[config.mk]
export PLATFORM = sky130hd
export DESIGN_NAME = sql_subset_tokenizer_flat
export DESIGN_NICKNAME = d
export VERILOG_FILES = /design/src/rtl/core/sstk_pkg.sv /design/src/rtl/core/sstk_in_if.sv /design/src/rtl/core/sstk_out_if.sv /design/src/rtl/core/sstk_front.sv /design/src/rtl/core/sstk_queue.sv /design/src/rtl/core/sstk_back.sv /design/src/rtl/core/sql_subset_tokenizer.sv /design/src/flat_wrapper.sv
export SDC_FILE = /design/constraint.sdc
export NUM_CORES = 1
export LEC_CHECK = 0
export ABC_AREA = 1
export BUFFER_PORTS_ARGS = -buffer_cell sky130_fd_sc_hd__clkbuf_2
export CORE_UTILIZATION = 35
export DETAILED_ROUTE_END_ITERATION = 8
export GPL_TIMING_DRIVEN = 0
export SLEW_MARGIN = 20
export SYNTH_ARGS = -nofsm -noshare
export SYNTH_HDL_FRONTEND = slang
export SYNTH_SLANG_ARGS = --single-unit
[constraint.sdc]
create_clock -name clk -period 4.7 [get_ports clk]
set_clock_uncertainty 0.05 [all_clocks]
set_input_delay 0.47 -clock clk [delete_from_list [all_inputs] [get_ports clk]]
set_output_delay 0.47 -clock clk [all_outputs]
set_load 0.02 [all_outputs]
[src/rtl/core/sstk_pkg.sv]
`default_nettype none

package sstk_pkg;

    // Record kinds
    localparam logic [1:0] REC_TEXT  = 2'd0;
    localparam logic [1:0] REC_END   = 2'd1;
    localparam logic [1:0] REC_ERROR = 2'd2;

    // Token kinds
    localparam logic [3:0] TOK_EOF    = 4'd0;
    localparam logic [3:0] TOK_IDENT  = 4'd1;
    localparam logic [3:0] TOK_STRING = 4'd2;
    localparam logic [3:0] TOK_NUMBER = 4'd3;
    localparam logic [3:0] TOK_COMMA  = 4'd4;
    localparam logic [3:0] TOK_LPAREN = 4'd5;
    localparam logic [3:0] TOK_RPAREN = 4'd6;
    localparam logic [3:0] TOK_SEMI   = 4'd7;
    localparam logic [3:0] TOK_STAR   = 4'd8;
    localparam logic [3:0] TOK_INSERT = 4'd9;
    localparam logic [3:0] TOK_EQUAL  = 4'd15;

    // Error kinds
    localparam logic [1:0] ERR_INVALID_CHAR = 2'd0;
    localparam logic [1:0] ERR_BAD_NUMBER   = 2'd1;
    localparam logic [1:0] ERR_OPEN_STRING  = 2'd2;

    // Most records one input byte can cause
    localparam int MAX_RECS = 3;

    typedef struct packed {
        logic [1:0] kind;
        logic [3:0] tok;
        logic [7:0] ch;
        logic [1:0] err;
    } rec_t;

    typedef struct packed {
        logic [1:0]               cnt;
        rec_t [MAX_RECS-1:0]      recs;
    } bundle_t;

    // One bundle with its valid flag, front to queue and queue to back
    typedef struct packed {
        logic    valid;
        bundle_t data;
    } beat_t;

endpackage

`default_nettype wire

[src/rtl/core/sstk_in_if.sv]
`default_nettype none

interface sstk_in_if;
    logic       valid;
    logic       ready;
    logic [7:0] char_in;
    logic       end_of_text;

    modport source (output valid, output char_in, output end_of_text, input ready);
    modport sink   (input valid, input char_in, input end_of_text, output ready);
endinterface

`default_nettype wire

[src/rtl/core/sstk_out_if.sv]
`default_nettype none

interface sstk_out_if;
    logic       valid;
    logic       ready;
    logic [1:0] record_kind;
    logic [3:0] token_kind;
    logic [7:0] char_out;
    logic [1:0] error_kind;
    logic       last_of_run;

    modport source (output valid, output record_kind, output token_kind, output char_out,
                    output error_kind, output last_of_run, input ready);
    modport sink   (input valid, input record_kind, input token_kind, input char_out,
                    input error_kind, input last_of_run, output ready);
endinterface

`default_nettype wire

[src/rtl/core/sstk_front.sv]
`default_nettype none

// Lexer front: takes one byte per cycle while the queue has room, updates lexer state and
// pushes the bundle of records the byte causes into the queue.
module sstk_front
    import sstk_pkg::*;
(
    input  wire logic   clk,
    input  wire logic   rst_n,
    sstk_in_if.sink     text,
    input  wire logic   push_ready,
    output beat_t       push
);

    typedef enum logic [2:0] {
        M_IDLE, M_IDENT, M_MINUS, M_NUMBER, M_NUMDOT, M_STRING, M_STRQUOTE, M_DEAD
    } mode_t;

    localparam int         KW_COUNT = 6;
    localparam logic [5:0] ALL_HITS = 6'h3F;

    localparam logic [7:0] CH_QUOTE  = 8'h27;
    localparam logic [7:0] CH_UNDER  = 8'h5F;
    localparam logic [7:0] CH_MINUS  = 8'h2D;
    localparam logic [7:0] CH_DOT    = 8'h2E;
    localparam logic [7:0] CH_COMMA  = 8'h2C;
    localparam logic [7:0] CH_LPAREN = 8'h28;
    localparam logic [7:0] CH_RPAREN = 8'h29;
    localparam logic [7:0] CH_SEMI   = 8'h3B;
    localparam logic [7:0] CH_STAR   = 8'h2A;
    localparam logic [7:0] CH_EQUAL  = 8'h3D;

    // Character classes
    function automatic logic is_digit(input logic [7:0] c);
        return (c >= 8'h30) && (c <= 8'h39);
    endfunction

    function automatic logic is_alpha(input logic [7:0] c);
        return ((c >= 8'h61) && (c <= 8'h7A)) || ((c >= 8'h41) && (c <= 8'h5A));
    endfunction

    function automatic logic is_space(input logic [7:0] c);
        return (c == 8'h20) || ((c >= 8'h09) && (c <= 8'h0D));
    endfunction

    function automatic logic [7:0] to_upper(input logic [7:0] c);
        return ((c >= 8'h61) && (c <= 8'h7A)) ? c - 8'h20 : c;
    endfunction

    // Keyword table: INSERT INTO VALUES SELECT FROM WHERE
    function automatic logic [2:0] kw_len(input logic [2:0] k);
        logic [2:0] r;
        case (k)
            3'd0:    r = 3'd6;
            3'd1:    r = 3'd4;
            3'd2:    r = 3'd6;
            3'd3:    r = 3'd6;
            3'd4:    r = 3'd4;
            3'd5:    r = 3'd5;
            default: r = 3'd0;
        endcase
        return r;
    endfunction

    function automatic logic [7:0] kw_char(input logic [2:0] k, input logic [2:0] pos);
        logic [47:0] w;
        logic [7:0]  r;
        case (k)
            3'd0:    w = "INSERT";
            3'd1:    w = {"INTO", 16'h0};
            3'd2:    w = "VALUES";
            3'd3:    w = "SELECT";
            3'd4:    w = {"FROM", 16'h0};
            3'd5:    w = {"WHERE", 8'h0};
            default: w = '0;
        endcase
        r = '0;
        if (pos < 3'd6)
        begin
            r = w[8 * (3'd5 - pos) +: 8];
        end
        return r;
    endfunction

    // Keep the keywords still matching after one more letter
    function automatic logic [5:0] kw_match(input logic [5:0] hits, input logic [2:0] len,
                                            input logic [7:0] up);
        logic [5:0] m;
        for (int k = 0; k < KW_COUNT; k++)
        begin
            m[k] = hits[k] && (len < kw_len(3'(k))) && (kw_char(3'(k), len) == up);
        end
        return m;
    endfunction

    function automatic logic [3:0] word_kind(input logic [5:0] hits, input logic [2:0] len);
        logic [3:0] r;
        r = TOK_IDENT;
        for (int k = KW_COUNT - 1; k >= 0; k--)
        begin
            if (hits[k] && (len == kw_len(3'(k))))
            begin
                r = TOK_INSERT + 4'(k);
            end
        end
        return r;
    endfunction

    function automatic rec_t mk_rec(input logic [1:0] kind, input logic [3:0] tok,
                                    input logic [7:0] ch, input logic [1:0] err);
        rec_t r;
        r.kind = kind;
        r.tok  = tok;
        r.ch   = ch;
        r.err  = err;
        return r;
    endfunction

    mode_t      mode_reg, mode_next;
    logic [7:0] held_reg, held_next;
    logic [5:0] hits_reg, hits_next;
    logic [2:0] len_reg, len_next;
    logic       dot_reg, dot_next;

    rec_t [MAX_RECS-1:0] recs;
    logic [1:0]          n;
    logic                do_start;
    logic                ok;
    logic [3:0]          sym;
    logic [7:0]          c;
    logic                accept;

    assign c          = text.char_in;
    assign text.ready = push_ready;
    assign accept     = text.valid && push_ready;

    // Next lexer state and records for this byte
    always_comb
    begin
        mode_next = mode_reg;
        held_next = held_reg;
        hits_next = hits_reg;
        len_next  = len_reg;
        dot_next  = dot_reg;
        recs      = '0;
        n         = 2'd0;
        do_start  = 1'b0;
        ok        = 1'b1;
        sym       = TOK_EOF;

        if (text.end_of_text)
        begin
            case (mode_reg)
                M_IDENT:
                begin
                    recs[n] = mk_rec(REC_END, word_kind(hits_reg, len_reg), 8'h0, 2'd0);
                    n = n + 2'd1;
                end
                M_NUMBER:
                begin
                    recs[n] = mk_rec(REC_END, TOK_NUMBER, 8'h0, 2'd0);
                    n = n + 2'd1;
                end
                M_STRQUOTE:
                begin
                    recs[n] = mk_rec(REC_END, TOK_STRING, 8'h0, 2'd0);
                    n = n + 2'd1;
                end
                M_MINUS:
                begin
                    recs[n] = mk_rec(REC_ERROR, TOK_EOF, 8'h0, ERR_INVALID_CHAR);
                    n = n + 2'd1;
                    ok = 1'b0;
                end
                M_NUMDOT:
                begin
                    recs[n] = mk_rec(REC_ERROR, TOK_EOF, 8'h0, ERR_BAD_NUMBER);
                    n = n + 2'd1;
                    ok = 1'b0;
                end
                M_STRING:
                begin
                    recs[n] = mk_rec(REC_ERROR, TOK_EOF, 8'h0, ERR_OPEN_STRING);
                    n = n + 2'd1;
                    ok = 1'b0;
                end
                M_DEAD:
                begin
                    ok = 1'b0;
                end
                default:
                begin
                end
            endcase
            if (ok)
            begin
                recs[n] = mk_rec(REC_END, TOK_EOF, 8'h0, 2'd0);
                n = n + 2'd1;
            end
            mode_next = M_IDLE;
            held_next = 8'h0;
            hits_next = ALL_HITS;
            len_next  = 3'd0;
            dot_next  = 1'b0;
        end
        else
        begin
            case (mode_reg)
                M_IDENT:
                begin
                    if (is_alpha(c) || is_digit(c) || (c == CH_UNDER))
                    begin
                        hits_next = kw_match(hits_reg, len_reg, to_upper(c));
                        len_next  = (len_reg == 3'd7) ? 3'd7 : len_reg + 3'd1;
                        recs[n] = mk_rec(REC_TEXT, TOK_EOF, c, 2'd0);
                        n = n + 2'd1;
                    end
                    else
                    begin
                        recs[n] = mk_rec(REC_END, word_kind(hits_reg, len_reg), 8'h0, 2'd0);
                        n = n + 2'd1;
                        hits_next = ALL_HITS;
                        len_next  = 3'd0;
                        do_start  = 1'b1;
                    end
                end
                M_MINUS:
                begin
                    if (is_digit(c))
                    begin
                        recs[n] = mk_rec(REC_TEXT, TOK_EOF, held_reg, 2'd0);
                        n = n + 2'd1;
                        recs[n] = mk_rec(REC_TEXT, TOK_EOF, c, 2'd0);
                        n = n + 2'd1;
                        dot_next  = 1'b0;
                        mode_next = M_NUMBER;
                    end
                    else
                    begin
                        recs[n] = mk_rec(REC_ERROR, TOK_EOF, 8'h0, ERR_INVALID_CHAR);
                        n = n + 2'd1;
                        mode_next = M_DEAD;
                    end
                end
                M_NUMBER:
                begin
                    if (is_digit(c))
                    begin
                        recs[n] = mk_rec(REC_TEXT, TOK_EOF, c, 2'd0);
                        n = n + 2'd1;
                    end
                    else if ((c == CH_DOT) && !dot_reg)
                    begin
                        recs[n] = mk_rec(REC_TEXT, TOK_EOF, c, 2'd0);
                        n = n + 2'd1;
                        dot_next  = 1'b1;
                        mode_next = M_NUMDOT;
                    end
                    else
                    begin
                        recs[n] = mk_rec(REC_END, TOK_NUMBER, 8'h0, 2'd0);
                        n = n + 2'd1;
                        do_start = 1'b1;
                    end
                end
                M_NUMDOT:
                begin
                    if (is_digit(c))
                    begin
                        recs[n] = mk_rec(REC_TEXT, TOK_EOF, c, 2'd0);
                        n = n + 2'd1;
                        mode_next = M_NUMBER;
                    end
                    else
                    begin
                        recs[n] = mk_rec(REC_ERROR, TOK_EOF, 8'h0, ERR_BAD_NUMBER);
                        n = n + 2'd1;
                        mode_next = M_DEAD;
                    end
                end
                M_STRING:
                begin
                    if (c == CH_QUOTE)
                    begin
                        mode_next = M_STRQUOTE;
                    end
                    else
                    begin
                        recs[n] = mk_rec(REC_TEXT, TOK_EOF, c, 2'd0);
                        n = n + 2'd1;
                    end
                end
                M_STRQUOTE:
                begin
                    if (c == CH_QUOTE)
                    begin
                        recs[n] = mk_rec(REC_TEXT, TOK_EOF, c, 2'd0);
                        n = n + 2'd1;
                        mode_next = M_STRING;
                    end
                    else
                    begin
                        recs[n] = mk_rec(REC_END, TOK_STRING, 8'h0, 2'd0);
                        n = n + 2'd1;
                        do_start = 1'b1;
                    end
                end
                M_DEAD:
                begin
                end
                default:
                begin
                    do_start = 1'b1;
                end
            endcase

            // First byte of a new token, possibly right after a closed one
            if (do_start)
            begin
                mode_next = M_IDLE;
                case (c)
                    CH_COMMA:  sym = TOK_COMMA;
                    CH_LPAREN: sym = TOK_LPAREN;
                    CH_RPAREN: sym = TOK_RPAREN;
                    CH_SEMI:   sym = TOK_SEMI;
                    CH_STAR:   sym = TOK_STAR;
                    CH_EQUAL:  sym = TOK_EQUAL;
                    default:   sym = TOK_EOF;
                endcase
                if (is_space(c))
                begin
                end
                else if (is_alpha(c) || (c == CH_UNDER))
                begin
                    hits_next = kw_match(ALL_HITS, 3'd0, to_upper(c));
                    len_next  = 3'd1;
                    recs[n] = mk_rec(REC_TEXT, TOK_EOF, c, 2'd0);
                    n = n + 2'd1;
                    mode_next = M_IDENT;
                end
                else if (is_digit(c))
                begin
                    dot_next = 1'b0;
                    recs[n] = mk_rec(REC_TEXT, TOK_EOF, c, 2'd0);
                    n = n + 2'd1;
                    mode_next = M_NUMBER;
                end
                else if (c == CH_MINUS)
                begin
                    held_next = c;
                    mode_next = M_MINUS;
                end
                else if (c == CH_QUOTE)
                begin
                    mode_next = M_STRING;
                end
                else if (sym != TOK_EOF)
                begin
                    recs[n] = mk_rec(REC_TEXT, TOK_EOF, c, 2'd0);
                    n = n + 2'd1;
                    recs[n] = mk_rec(REC_END, sym, 8'h0, 2'd0);
                    n = n + 2'd1;
                end
                else
                begin
                    recs[n] = mk_rec(REC_ERROR, TOK_EOF, 8'h0, ERR_INVALID_CHAR);
                    n = n + 2'd1;
                    mode_next = M_DEAD;
                end
            end
        end
    end

    // Bytes that cause no record push nothing
    always_comb
    begin
        push.valid     = accept && (n != 2'd0);
        push.data.cnt  = n;
        push.data.recs = recs;
    end

    // Lexer state
    always_ff @(posedge clk or negedge rst_n)
    begin
        if (!rst_n)
        begin
            mode_reg <= M_IDLE;
            held_reg <= 8'h0;
            hits_reg <= ALL_HITS;
            len_reg  <= 3'd0;
            dot_reg  <= 1'b0;
        end
        else if (accept)
        begin
            mode_reg <= mode_next;
            held_reg <= held_next;
            hits_reg <= hits_next;
            len_reg  <= len_next;
            dot_reg  <= dot_next;
        end
    end

endmodule

`default_nettype wire

[src/rtl/core/sstk_queue.sv]
`default_nettype none

// Small bundle queue between the lexer front and the record back end.
module sstk_queue
    import sstk_pkg::*;
#(
    parameter int DEPTH = 4
)
(
    input  wire logic  clk,
    input  wire logic  rst_n,
    input  wire beat_t push,
    output logic       push_ready,
    output beat_t      pop,
    input  wire logic  pop_ready
);

    localparam int PTR_W = (DEPTH > 1) ? $clog2(DEPTH) : 1;
    localparam int CNT_W = $clog2(DEPTH + 1);
    localparam logic [PTR_W-1:0] LAST_PTR = PTR_W'(DEPTH - 1);
    localparam logic [CNT_W-1:0] FULL_CNT = CNT_W'(DEPTH);

    bundle_t            slots [DEPTH];
    logic [PTR_W-1:0]   wptr_reg, rptr_reg;
    logic [CNT_W-1:0]   count_reg;
    logic               do_push, do_pop;

    assign push_ready = (count_reg != FULL_CNT);
    assign do_push    = push.valid && push_ready;
    assign do_pop     = pop.valid && pop_ready;

    always_comb
    begin
        pop.valid = (count_reg != '0);
        pop.data  = slots[rptr_reg];
    end

    // Storage, no reset needed
    always_ff @(posedge clk)
    begin
        if (do_push)
        begin
            slots[wptr_reg] <= push.data;
        end
    end

    // Pointers and fill count
    always_ff @(posedge clk or negedge rst_n)
    begin
        if (!rst_n)
        begin
            wptr_reg  <= '0;
            rptr_reg  <= '0;
            count_reg <= '0;
        end
        else
        begin
            if (do_push)
            begin
                wptr_reg <= (wptr_reg == LAST_PTR) ? '0 : wptr_reg + 1'b1;
            end
            if (do_pop)
            begin
                rptr_reg <= (rptr_reg == LAST_PTR) ? '0 : rptr_reg + 1'b1;
            end
            if (do_push && !do_pop)
            begin
                count_reg <= count_reg + 1'b1;
            end
            else if (do_pop && !do_push)
            begin
                count_reg <= count_reg - 1'b1;
            end
        end
    end

endmodule

`default_nettype wire

[src/rtl/core/sstk_back.sv]
`default_nettype none

// Record back end: unrolls one bundle into records, one per cycle unless tokens stalls,
// through a registered output stage.
module sstk_back
    import sstk_pkg::*;
(
    input  wire logic   clk,
    input  wire logic   rst_n,
    input  wire beat_t  pop,
    output logic        pop_ready,
    sstk_out_if.source  tokens
);

    bundle_t    hold_reg;
    logic       hold_valid_reg;
    logic [1:0] idx_reg;
    logic       out_valid_reg;
    rec_t       out_rec_reg;
    logic       out_last_reg;

    logic       load;
    logic       is_last;
    logic       hold_done;
    logic       take;

    assign load      = hold_valid_reg && (!out_valid_reg || tokens.ready);
    assign is_last   = (idx_reg == hold_reg.cnt - 2'd1);
    assign hold_done = load && is_last;
    assign pop_ready = !hold_valid_reg || hold_done;
    assign take      = pop.valid && pop_ready;

    // Bundle holding register
    always_ff @(posedge clk or negedge rst_n)
    begin
        if (!rst_n)
        begin
            hold_valid_reg <= 1'b0;
            idx_reg        <= 2'd0;
        end
        else if (take)
        begin
            hold_valid_reg <= 1'b1;
            idx_reg        <= 2'd0;
        end
        else if (hold_done)
        begin
            hold_valid_reg <= 1'b0;
        end
        else if (load)
        begin
            idx_reg <= idx_reg + 2'd1;
        end
    end

    always_ff @(posedge clk)
    begin
        if (take)
        begin
            hold_reg <= pop.data;
        end
    end

    // Output stage
    always_ff @(posedge clk or negedge rst_n)
    begin
        if (!rst_n)
        begin
            out_valid_reg <= 1'b0;
        end
        else if (load)
        begin
            out_valid_reg <= 1'b1;
        end
        else if (tokens.ready)
        begin
            out_valid_reg <= 1'b0;
        end
    end

    always_ff @(posedge clk)
    begin
        if (load)
        begin
            out_rec_reg  <= hold_reg.recs[idx_reg];
            out_last_reg <= is_last;
        end
    end

    assign tokens.valid       = out_valid_reg;
    assign tokens.record_kind = out_rec_reg.kind;
    assign tokens.token_kind  = out_rec_reg.tok;
    assign tokens.char_out    = out_rec_reg.ch;
    assign tokens.error_kind  = out_rec_reg.err;
    assign tokens.last_of_run = out_last_reg;

endmodule

`default_nettype wire

[src/rtl/core/sql_subset_tokenizer.sv]
// Channel   Dir  Payload                                                   Item
// text      in   char_in[7:0], end_of_text                                 one text byte
// tokens    out  record_kind, token_kind, char_out, error_kind, last_of_run one record
//
// One byte is taken per cycle while the bundle queue has room; each byte
// gives zero to three records; the back end sends one record per cycle unless stalled.
// A byte's first record passes the queue, the hold register and the output register.
// The single record output limits the flow: bursts queue up in QUEUE_DEPTH bundles.
// Reset is asynchronous and active low; lexer state returns to idle at end of text.
// A stall on tokens backs up the queue and then drops text.ready.
`default_nettype none

module sql_subset_tokenizer
    import sstk_pkg::*;
#(
    parameter int QUEUE_DEPTH = 4
)
(
    input  wire logic   clk,
    input  wire logic   rst_n,
    sstk_in_if.sink     text,
    sstk_out_if.source  tokens
);

    beat_t push;
    beat_t pop;
    logic  push_ready;
    logic  pop_ready;

    sstk_front u_front (
        .clk        (clk),
        .rst_n      (rst_n),
        .text       (text),
        .push_ready (push_ready),
        .push       (push)
    );

    sstk_queue #(
        .DEPTH (QUEUE_DEPTH)
    ) u_queue (
        .clk        (clk),
        .rst_n      (rst_n),
        .push       (push),
        .push_ready (push_ready),
        .pop        (pop),
        .pop_ready  (pop_ready)
    );

    sstk_back u_back (
        .clk       (clk),
        .rst_n     (rst_n),
        .pop       (pop),
        .pop_ready (pop_ready),
        .tokens    (tokens)
    );

endmodule

`default_nettype wire

[src/flat_wrapper.sv]
// flat-port wrapper written by rule: the top's interface ports become plain ports
module sql_subset_tokenizer_flat import sstk_pkg::*;
#(
    parameter int QUEUE_DEPTH = 4
)
  (clk, rst_n, text_valid, text_char_in, text_end_of_text, text_ready, tokens_valid, tokens_record_kind, tokens_token_kind, tokens_char_out, tokens_error_kind, tokens_last_of_run, tokens_ready);
  sstk_in_if text_i ();
  sstk_out_if tokens_i ();
  input  wire logic clk;
  input  wire logic rst_n;
  input wire logic [$bits(text_i.valid)-1:0] text_valid;
  input wire logic [$bits(text_i.char_in)-1:0] text_char_in;
  input wire logic [$bits(text_i.end_of_text)-1:0] text_end_of_text;
  output wire logic [$bits(text_i.ready)-1:0] text_ready;
  output wire logic [$bits(tokens_i.valid)-1:0] tokens_valid;
  output wire logic [$bits(tokens_i.record_kind)-1:0] tokens_record_kind;
  output wire logic [$bits(tokens_i.token_kind)-1:0] tokens_token_kind;
  output wire logic [$bits(tokens_i.char_out)-1:0] tokens_char_out;
  output wire logic [$bits(tokens_i.error_kind)-1:0] tokens_error_kind;
  output wire logic [$bits(tokens_i.last_of_run)-1:0] tokens_last_of_run;
  input wire logic [$bits(tokens_i.ready)-1:0] tokens_ready;
  assign text_i.valid = text_valid;
  assign text_i.char_in = text_char_in;
  assign text_i.end_of_text = text_end_of_text;
  assign text_ready = text_i.ready;
  assign tokens_valid = tokens_i.valid;
  assign tokens_record_kind = tokens_i.record_kind;
  assign tokens_token_kind = tokens_i.token_kind;
  assign tokens_char_out = tokens_i.char_out;
  assign tokens_error_kind = tokens_i.error_kind;
  assign tokens_last_of_run = tokens_i.last_of_run;
  assign tokens_i.ready = tokens_ready;
  sql_subset_tokenizer #(.QUEUE_DEPTH(QUEUE_DEPTH)) u_core (.clk(clk), .rst_n(rst_n), .text(text_i), .tokens(tokens_i));
endmodule
==> metrics.md, run 1 <==
| Metric | Value |
|---|---|
| Total gr overflow | `0` |
| Initial antenna violation count | `0` |
| Worst path required time | `5090 ps` |
| Row cnt | `71` |
| DR vias | `9635` |
| Largest area contributor in the netlist | `edfxtp_1` |
| Yosys cell types | `60` |
| ANT nets after route | `0` |
| Critical-path maximum fanout | `10` |
| DRT Pass-1 Iters | `5` |
| Critical R2R Launch | `u_core.u_front.mode_reg[2]` |
| Hold buffers post-CTS | `0` |
| Max reg flops | `184` |
| DIE HEIGHT | `197.6 µm` |
| R2R cell count | `21` |
| Asr flop ratio synth | `0.1147` |
| Layout cells sized above 1 | `0.1333` |
| Main synth FF type | `edfxtp_1` |
| Fill count | `3660` |
| CTS H-Tree Depth | `1` |
| Leak | `0.005773 µW` |
| WL/cell | `18.92 µm` |
| I/O pin count | `32` |
| Crit path DAT | `4290 ps` |
| CTS clk-pin slew, worst paths | `60 ps` |
| Max-slew headroom | `0.3520` |
| Root Driver | `clkbuf_16` |
| Detailed-placement wirelength estimate | `25590 µm` |
| Yosys top cell area share | `0.5541` |
| Final hold viol count | `0` |
| Yosys warns | `0` |
| EDFF count, synth | `247` |
| Final WL | `35490 µm` |
| Max Slew Vio Count | `0` |
| Vias per cell | `5.136` |
| Clk Latency, worst-skew pair | `560 ps` |
| RePlAce Congestion | `0.8791` |
| Drt initial violations | `596` |
| Reg2Reg Capture Point | `u_core.u_queue.count_reg[1]` |
| Final min period | `3907 ps` |
| Critical path type | `reg -> reg` |
| Die area | `39030 µm²` |
| Largest net degree at the start of global routing | `33` |
| Crit start category | `flop` |
| Initial Util | `0.3554` |
| Hold Worst Slack | `20.15 ps` |
| Fraction of the cycle the final worst path needs | `0.8312` |
| Final setup violation count | `0` |
| Max Cap Violations | `0` |
| Mapped Cells | `1267` |
| Status | `finished, final reports clean` |
| Area grow syn2layout | `15.33%` |
| IO buf count | `27` |
| Avg Inst Size Synth | `10.57 µm²` |
| CTS buffer count | `29` |
| Hold WC Path Type | `in -> async` |
| Worst Max-Slew Pin Slew | `972.0 ps` |
| Crit end category | `flop` |
| Seq/Total Area, Yosys | `0.6144` |
| Yosys reg bits | `279` |
| Fmax | `256.0 MHz` |
| CTS tree | `done` |
| Clk buf depth | `3` |
| First-pass GRT wire length | `55000 µm` |
| Peak VDD IR | `0.0003358 V` |
| Total Nets Final | `1379` |
| Clock sinks | `279` |
| Antenna diode count | `0` |
| Largest cells by area after synthesis | `edfxtp_1 55%, o21ai_0 5.3%, dfrtp_1 4.9%, nand2_1 4.8%, nor2_1 4.8%` |
| PostCTS Resize Cnt | `0` |
| Die X | `197.6 µm` |
| # DRC | `0` |
| Power per cell area | `661.2 nW/µm²` |
| Post-Syn Area | `13390 µm²` |
| R2r setup slk | `790 ps` |
| Setup bufs post-CTS | `0` |
| Core area | `37670 µm²` |
| RSZ-0062 raised after global routing | `false` |
| Vias in the first global route | `9458` |
| GRT Resource Usage Total | `0.1849` |
| Setup TNS Final | `0 ps` |
==> power by group <==
group / switching, µW / internal, µW
clock: 942 / 1360
sequential: 275 / 3730
combinational: 2720 / 1190
total: 3930 / 6270
==> routing by layer <==
metal / routed length (µm) / share of wire / up-vias / track usage
met4: 1194 / 0.034 / 0 / 0.06632
met1: 15660 / 0.44 / 4633 / 0.2458
met5: 0 / 0 / - / 0
li1: - / - / 4641 / -
met3: 1828 / 0.052 / 62 / 0.02254
met2: 16800 / 0.47 / 299 / 0.3100
==> layout make-up <==
cell class	count	area [µm²]	area share
Clock inverter	13	132.6	0.008591
Timing Repair Buffer	37	371.6	0.02407
Buffer	58	302.8	0.01961
Clock buffer	41	840.8	0.05446
Sequential cell	279	8225	0.5328
Tap cell	511	639.4	0.04141
Multi-Input combinational cell	828	4484	0.2905
Inverter	109	441.7	0.02861
==> metrics by stage <==
| step | total power [µW] | utilization | instance area, µm² | cells | worst slack [ps] |
|---|---|---|---|---|---|
| 6_report | 10210 | 0.4099 | 15440 | 1876 | 793.2 |
| 5_1_grt | 10840 | 0.4099 | 15440 | 1876 | 501.6 |
| 4_1_cts | 10280 | 0.4099 | 15440 | 1876 | 760.3 |
| 3_5_place_dp | 7976 | 0.3840 | 14470 | 1822 | 363.3 |
| 3_3_place_gp | 7819 | 0.3767 | 14190 | 1812 | -2334 |
| 2_1_floorplan | 6592 | - | 13410 | 1274 | 13.83 |
==> worst max path at each step <==
| stage | cells after the start | from | slack, ps | end |
|---|---|---|---|---|
| 6_report | 21 | u_core.u_front.mode_reg[2] | 790 | u_core.u_queue.count_reg[1] |
| 4_1_cts | 21 | u_core.u_front.mode_reg[2] | 760 | u_core.u_queue.count_reg[1] |
| 5_1_grt | 21 | u_core.u_front.mode_reg[2] | 500 | u_core.u_queue.count_reg[1] |
| 3_3_place_gp | 22 | text_char_in[6] | -2330 | u_core.u_queue.slots[3][3] |
| 3_5_place_dp | 26 | text_char_in[6] | 360 | u_core.u_queue.count_reg[1] |
| 2_1_floorplan | 21 | text_char_in[6] | 10 | u_core.u_queue.slots[3][0] |
==> cells in the mapped netlist (3+ instances only) <==
| library cell | instances |
|---|---|
| a21oi_1 | 42 |
| nand2_2 | 9 |
| dfrtp_1 | 26 |
| dfstp_2 | 6 |
| o31ai_1 | 3 |
| o21ai_0 | 143 |
| nor4_1 | 4 |
| nor3_4 | 3 |
| clkbuf_1 | 37 |
| a22o_1 | 3 |
| nor2_1 | 170 |
| o311ai_1 | 3 |
| inv_2 | 20 |
| buf_6 | 9 |
| nand4_1 | 16 |
| nand2_4 | 7 |
| edfxtp_1 | 247 |
| a22oi_1 | 6 |
| xor2_1 | 14 |
| nor2_8 | 3 |
| o22ai_1 | 55 |
| inv_1 | 80 |
| inv_4 | 4 |
| nand3_1 | 57 |
| o21ai_1 | 8 |
| o2111ai_1 | 5 |
| a31oi_1 | 8 |
| o211ai_1 | 5 |
| o21a_1 | 4 |
| nor3_1 | 24 |
| nor2_2 | 4 |
| nand2_1 | 171 |
| xnor2_1 | 3 |
| buf_2 | 8 |
| ha_1 | 23 |
| a21oi_2 | 4 |
==> cells by family (layout without fill, tap and decap cells) <==
logic type,after synthesis,after routing,synth area share
buffers and inverters,167,258,0.05561
multiplexers,1,1,0.0008411
flip-flops,279,279,0.6144
AND/OR/NAND/NOR,481,481,0.1673
XOR/XNOR,17,17,0.01112
AO/OA/AOI/OAI,297,297,0.1274
adder cells (fa/ha/maj),24,24,0.02299
other,1,8,0.0002801
==> layout by cell type, fill, tap and decap left out, drive strengths merged, types with 14 or more instances in the layout <==
| cell | synthesis | routed |
|---|---|---|
| buf | 21 | 32 |
| nand3 | 61 | 61 |
| nor2 | 178 | 178 |
| a21oi | 46 | 46 |
| nand4 | 19 | 19 |
| o22ai | 55 | 55 |
| dfrtp | 26 | 26 |
| ha | 23 | 23 |
| edfxtp | 247 | 247 |
| xor2 | 14 | 14 |
| o21ai | 152 | 152 |
| clkbuf | 37 | 104 |
| nand2 | 188 | 188 |
| nor3 | 27 | 27 |
| inv | 106 | 107 |
==> critical path, cell delays in order (launching register included) <==
cell     delay (ps)
dfrtp_1         360
buf_2           170
nor3_4          400
inv_2           210
nand2_1         100
nor3_1           50
and3_1          240
ha_1            310
inv_1            50
nand3_1          70
nand3_1          90
nor2_1           50
nand2_1          70
nand2_1          60
a21oi_2         220
nand3_4         120
nand2_4         160
inv_1            60
ha_1            170
inv_1           100
fa_1            420
mux2_2          270
Power figures use the tool's default switching activity.
==> inputs of run 2 (changes only) <==
==> constraint.sdc (replaced) <==
create_clock -name clk -period 3.95 [get_ports clk]
set_clock_uncertainty 0.05 [all_clocks]
set_input_delay 0.395 -clock clk [delete_from_list [all_inputs] [get_ports clk]]
set_output_delay 0.395 -clock clk [all_outputs]
set_load 0.02 [all_outputs]
==> metrics.md, run 2 (synthesis gave the netlist of run 1 again) <==
| Metric | Value |
|---|---|
| Status | `finished, final reports clean` |
| DIE HEIGHT | `197.6 µm` |
| Placed cell area | `14480 µm²` |
| Post-Place Setup Slack | `-305.9 ps` |
| Min-Delay Path Depth | `4` |
| CTS buffer count | `29` |
| Clock power share | `0.214` |
| Power per cell area | `783.8 nW/µm²` |
| Max Cap Violations | `0` |
| Layout cells sized above 1 | `0.1310` |
| Fraction of the cycle the final worst path needs | `0.9419` |
| ANT nets after route | `0` |
| Hold Worst Slack | `80.61 ps` |
| Placed insts | `1823` |
| Final setup violation count | `0` |
| Worst Max-Slew Pin Slew | `929.8 ps` |
| RePlAce Congestion | `0.8845` |
| Combinational share of power | `0.392` |
| Crit start category | `flop` |
| Post-route cell area | `15400 µm²` |
| Clk Latency, worst-skew pair | `570 ps` |
| Max Slew Vio Count | `0` |
| Max-slew headroom | `0.3754` |
| Min-delay src | `tokens_ready` |
| I/O pin count | `32` |
| CTS clk-pin slew, worst paths | `60 ps` |
| Critical R2R Launch | `u_core.u_front.mode_reg[0]` |
| First-pass GRT wire length | `55030 µm` |
| Vias in the first global route | `9481` |
| Leak | `0.005751 µW` |
| Fmax | `268.8 MHz` |
| Row cnt | `71` |
| Initial Util | `0.3554` |
| Total Nets Final | `1382` |
| Die area | `39030 µm²` |
| DRT Pass-1 Iters | `6` |
| Core area | `37670 µm²` |
| Worst path required time | `4360 ps` |
| Critical path type | `reg -> reg` |
| Setup TNS Final | `0 ps` |
| Antenna diode count | `0` |
| R2R cell count | `20` |
| Final worst setup slack | `229.4 ps` |
| Most frequent cells in the layout | `247 x edfxtp_1, 171 x nand2_1, 161 x nor2_1` |
| Commonest non-fill, non-tap cell in the layout | `edfxtp_1` |
| Area grow syn2layout | `15.04%` |
| Reg2Reg Capture Point | `u_core.u_queue.count_reg[1]` |
| Clk buf depth | `3` |
| Sw Ratio | `0.3897` |
| WL/cell | `19.00 µm` |
| DR vias | `9753` |
| Clock sinks | `279` |
| Largest net degree at the start of global routing | `33` |
| # DRC | `0` |
| IO buf count | `27` |
| Max reg flops | `184` |
| Root Driver | `clkbuf_16` |
| Power Internal | `7367 µW` |
| GRT Resource Usage Total | `0.1855` |
| Die X | `197.6 µm` |
| Detailed-placement wirelength estimate | `25570 µm` |
| CTS H-Tree Depth | `1` |
| Final hold viol count | `0` |
| Crit end category | `flop` |
| Final WL | `35670 µm` |
| Drt initial violations | `843` |
| Peak VDD IR | `0.0003668 V` |
| RSZ-0062 raised after global routing | `false` |
| Vias per cell | `5.196` |
| Hold WC Path Type | `in -> reg` |
| CTS tree | `done` |
| R2r setup slk | `230 ps` |
| Final min period | `3721 ps` |
| Initial antenna violation count | `0` |
| Crit path DAT | `4130 ps` |
| Net switching power | `4703 µW` |
| Total gr overflow | `0` |
| Flop pwr share | `0.394` |
| Final non-filler cell total | `1877` |
| Hold EP | `u_core.u_back.tokens.valid` |
| Critical-path maximum fanout | `7` |
| Fill count | `3631` |
run 2: power groups by stage:
stage	Clock [µW]	Sequential, µW	Combinational (µW)
floorplan	0	4850	2980
global placement	0	4890	4410
detailed placement	0	4820	4710
CTS	2620	4760	4720
global route	2730	4840	5230
finish	2580	4760	4730
run 2: area by class of cell:
class,instances,area (µm²),area share
Sequential cell,279,8225,0.5341
Multi-Input combinational cell,828,4499,0.2922
Clock buffer,36,752.0,0.04883
Tap cell,511,639.4,0.04152
Inverter,109,441.7,0.02868
Timing Repair Buffer,40,401.6,0.02608
Buffer,58,302.8,0.01966
Clock inverter,16,137.6,0.008937
run 2: repair_timing:
item | 4_1_cts | 5_1_grt
setup endpoints to repair | 0 | 44
hold endpoints to repair | 26 | 0
resized for setup | 0 | 5
hold buffers | 1 | 0
setup buffers | 0 | 1
run 2: through the flow:
step	power, µW	utilization
6_report	12070	0.4088
5_1_grt	12790	0.4088
4_1_cts	12110	0.4083
3_5_place_dp	9528	0.3844
3_3_place_gp	9299	0.3767
2_1_floorplan	7836	-
run 2: worst max-delay path by stage:
stage,start,end,slack (ps),cells past startpoint
floorplan,text_char_in[6],u_core.u_queue.slots[3][0],-660,21
global placement,text_char_in[6],u_core.u_queue.slots[0][3],-3080,22
detailed placement,text_char_in[6],u_core.u_queue.count_reg[1],-310,26
CTS,u_core.u_front.mode_reg[2],u_core.u_queue.count_reg[1],40,21
global route,u_core.u_front.mode_reg[2],u_core.u_queue.count_reg[1],4,20
finish,u_core.u_front.mode_reg[0],u_core.u_queue.count_reg[1],230,20
run 2: critical path: stages, from the launching register on:
cell and delay [ps]:
dfrtp_1 420, inv_2 150, nand2_1 160, nor2_2 260, nor3_1 100, and3_1 230
ha_1 310, inv_1 50, nand3_1 80, nand3_1 110, nor2_1 50, nand2_1 80
nand2_1 60, a21oi_2 200, nand3_4 110, nand2_4 160, inv_1 90, ha_1 180
inv_1 90, fa_1 410, mux2_2 270
run 2: layer usage:
| metal | GRT usage | share of wire |
|---|---|---|
| met1 | 0.2511 | 0.44 |
| met2 | 0.3052 | 0.47 |
| met3 | 0.02390 | 0.059 |
| met4 | 0.06575 | 0.034 |
| met5 | 0 | 0 |
==> inputs of run 3 (changes only) <==
--- a/config.mk
+++ b/config.mk
@@ -13,4 +13,5 @@
 export SLEW_MARGIN = 20
 export SYNTH_ARGS = -nofsm -noshare
 export SYNTH_HDL_FRONTEND = slang
+export SYNTH_HIERARCHICAL = 1
 export SYNTH_SLANG_ARGS = --single-unit
==> metrics.md, run 3 <==
| Metric | Value |
|---|---|
| Yosys warns | `6` |
| Fmax | `274.5 MHz` |
| Worst path required time | `4300 ps` |
| Clock power share | `0.224` |
| CTS clk-pin slew, worst paths | `50 ps` |
| Core area | `41110 µm²` |
| GR peak layer | `met2` |
| Peak VDD IR | `0.0003566 V` |
| Die X | `207.0 µm` |
| Row cnt | `74` |
| Hold Worst Slack | `104.2 ps` |
| Yosys reg bits | `299` |
| Avg Inst Size Synth | `9.949 µm²` |
| Simple-Gate Fraction of Synth Area | `0.1800` |
| Clock sinks | `299` |
| Total Power | `13750 µW` |
| Max Slew Vio Count | `0` |
| Hold EP | `u_core/u_back/tokens.valid` |
| Critical-path maximum fanout | `10` |
| Most common cell on crit path | `nand2_1` |
| Vias in the first global route | `10400` |
| Status | `finished with violations` |
| Violated checks | `DRC` |
| Mux share of post-synthesis cell area | `0` |
| Power per cell area | `802.5 nW/µm²` |
| Compound-cell area share of the yosys netlist | `0.1096` |
| Crit path DAT | `3990 ps` |
| Met3 Track Usage GR | `0.02747` |
| Area grow syn2layout | `16.51%` |
| Critical R2R Launch | `u_core/u_front/mode_reg[2]` |
| Final WL | `39620 µm` |
| Final worst setup slack | `307.3 ps` |
| DIE HEIGHT | `207.0 µm` |
| Final min period | `3643 ps` |
| WL/cell | `18.59 µm` |
| Final hold viol count | `0` |
| Main synth FF type | `edfxtp_1` |
| Critical path type | `in -> reg` |
| IO buf count | `31` |
| Largest area contributor in the netlist | `edfxtp_1` |
| Post-Place Setup Slack | `-1122 ps` |
| Layout cells sized above 1 | `0.1426` |
| Min-delay src | `tokens_ready` |
| Net switching power | `5400 µW` |
| Combinational share of power | `0.401` |
| Initial antenna violation count | `0` |
| Antenna diode count | `0` |
| R2r setup slk | `310 ps` |
| Commonest non-fill, non-tap cell in the layout | `nand2_1` |
| DR vias | `10730` |
| Total Nets Final | `1609` |
| Power Internal | `8350 µW` |
| ANT nets after route | `0` |
| Post-Syn Area | `14710 µm²` |
| Most frequent cells in the layout | `342 x nand2_1, 267 x edfxtp_1, 197 x inv_1` |
| Crit start category | `input pin` |
| First-pass GRT wire length | `60670 µm` |
| Asr flop ratio synth | `0.1070` |
| Mapped Cells | `1478` |
| Root Driver | `clkbuf_16` |
| Clk Latency, worst-skew pair | `530 ps` |
| Max reg flops | `200` |
| Leak | `0.007016 µW` |
| Final non-filler cell total | `2131` |
| Detailed-placement wirelength estimate | `28310 µm` |
| Largest family of logic cells by synthesized area | `simple AND/OR/NAND/NOR gates` |
| Largest net degree at the start of global routing | `33` |
| CTS tree | `done` |
| EDFF count, synth | `267` |
| Drt initial violations | `1071` |
| RePlAce Congestion | `0.9271` |
| Total gr overflow | `0` |
| Sw Ratio | `0.3927` |
| Min-Delay Path Depth | `4` |
| Largest cells by area after synthesis | `edfxtp_1 55%, nand2_1 8.8%, o211ai_1 5.3%, inv_1 5.1%, dfrtp_1 4.4%` |
| Reg2Reg Capture Point | `u_core/u_queue/count_reg[2]` |
| Die area | `42840 µm²` |
| Seq/Total Area, Yosys | `0.6002` |
| Yosys cell types | `52` |
| Met1 Track Usage GR | `0.2507` |
| Met2 usage | `0.3218` |
| Max-slew headroom | `0.2986` |
| I/O pin count | `32` |
| Synth cell count leaders | `345 x nand2_1, 267 x edfxtp_1, 200 x inv_1` |
| # DRC | `2` |
| Count leader, synth | `nand2_1` |
| Final setup violation count | `0` |
| Initial Util | `0.3577` |
| Worst Max-Slew Pin Slew | `1052 ps` |
| Hold WC Path Type | `in -> reg` |
| Fill count | `3975` |
| DRT Pass-1 Iters | `9` |
| R2R cell count | `24` |
| GRT Resource Usage Total | `0.1887` |
| CTS buffer count | `35` |
| Post-Synth XOR/XNOR Area | `0.008338` |
| Placed insts | `2056` |
| Placed cell area | `15840 µm²` |
| Vias per cell | `5.034` |
| Flop pwr share | `0.375` |
| Clk buf depth | `3` |
| Max Cap Violations | `0` |
| Yosys top cell area share | `0.5452` |
| Adder-Cell Fraction of Synth Area | `0.01923` |
| Slowest-stage cell, CP | `fa_1` |
| CTS H-Tree Depth | `2` |
| Fraction of the cycle the final worst path needs | `0.9222` |
| Crit end category | `flop` |
| Post-route cell area | `17130 µm²` |
| Slowest Stage Delay on Critical Path | `410 ps` |
## run 3: worst max-delay path by stage
stage,slack (ps),from,cells past startpoint,end
2_1_floorplan,-320,text_char_in[6],18,u_core/u_queue/slots[0][0]
3_3_place_gp,-2520,text_char_in[6],20,u_core/u_queue/slots[1][39]
3_5_place_dp,-1120,text_char_in[6],25,u_core/u_queue/count_reg[1]
4_1_cts,0.8,u_core/u_front/mode_reg[2],24,u_core/u_queue/count_reg[2]
5_1_grt,-20,u_core/u_front/mode_reg[2],26,u_core/u_queue/count_reg[2]
6_report,310,text_char_in[0],25,u_core/u_queue/count_reg[1]
## run 3: critical path: cells and delay by family
kind / cells / cell delay, ps
buf+inv: 7 / 760
compound gates: 5 / 780
simple gates: 10 / 1190
fa+ha+maj: 3 / 860
## run 3: logic make-up (layout without fill, tap and decap cells)
group | after synthesis | in the layout
AND/OR/NAND/NOR | 601 | 601
flip-flops | 299 | 299
buffers and inverters | 285 | 401
AO/OA/AOI/OAI | 256 | 256
adder cells (fa/ha/maj) | 22 | 22
XOR/XNOR | 14 | 14
other | 1 | 6
## run 3: area by class of cell
cell class,instances,area [µm²],area share
Clock inverter,15,167.7,0.009785
Inverter,219,832.0,0.04856
Clock buffer,47,930.9,0.05433
Buffer,66,384.1,0.02242
Timing Repair Buffer,54,523.0,0.03052
Tap cell,532,665.6,0.03885
Sequential cell,299,8828,0.5153
Multi-Input combinational cell,899,4802,0.2803
## run 3: per-stage QoR
step	TNS [ps]	util
after CTS	0	0.4142
after global placement	-513810	0.3784
after detailed placement	-185020	0.3852
after floorplan	-64850	-
final	0	0.4168
after global routing	-24.91	0.4168
## run 3: power by group through the flow
stage,logic (µW),clock network (µW),registers (µW)
CTS,5460,3160,5160
global route,6100,3280,5240
global placement,5030,0,5270
finish,5510,3090,5150
detailed placement,5380,0,5230
floorplan,3340,0,5260
## run 3: per-layer routing
metal / vias up / wire (µm)
li1: 5229 / -
met1: 5115 / 17000
met2: 331 / 19560
met3: 53 / 2329
met4: 0 / 729
met5: - / 0
## run 3: timing repair
item                                    4_1_cts  5_1_grt
resized for setup                             6       25
hold buffers                                  1        0
hold endpoints to repair                      3        0
setup buffers                                 7        5
endpoints found under the setup margin      203      130
pin swaps                                     4        4
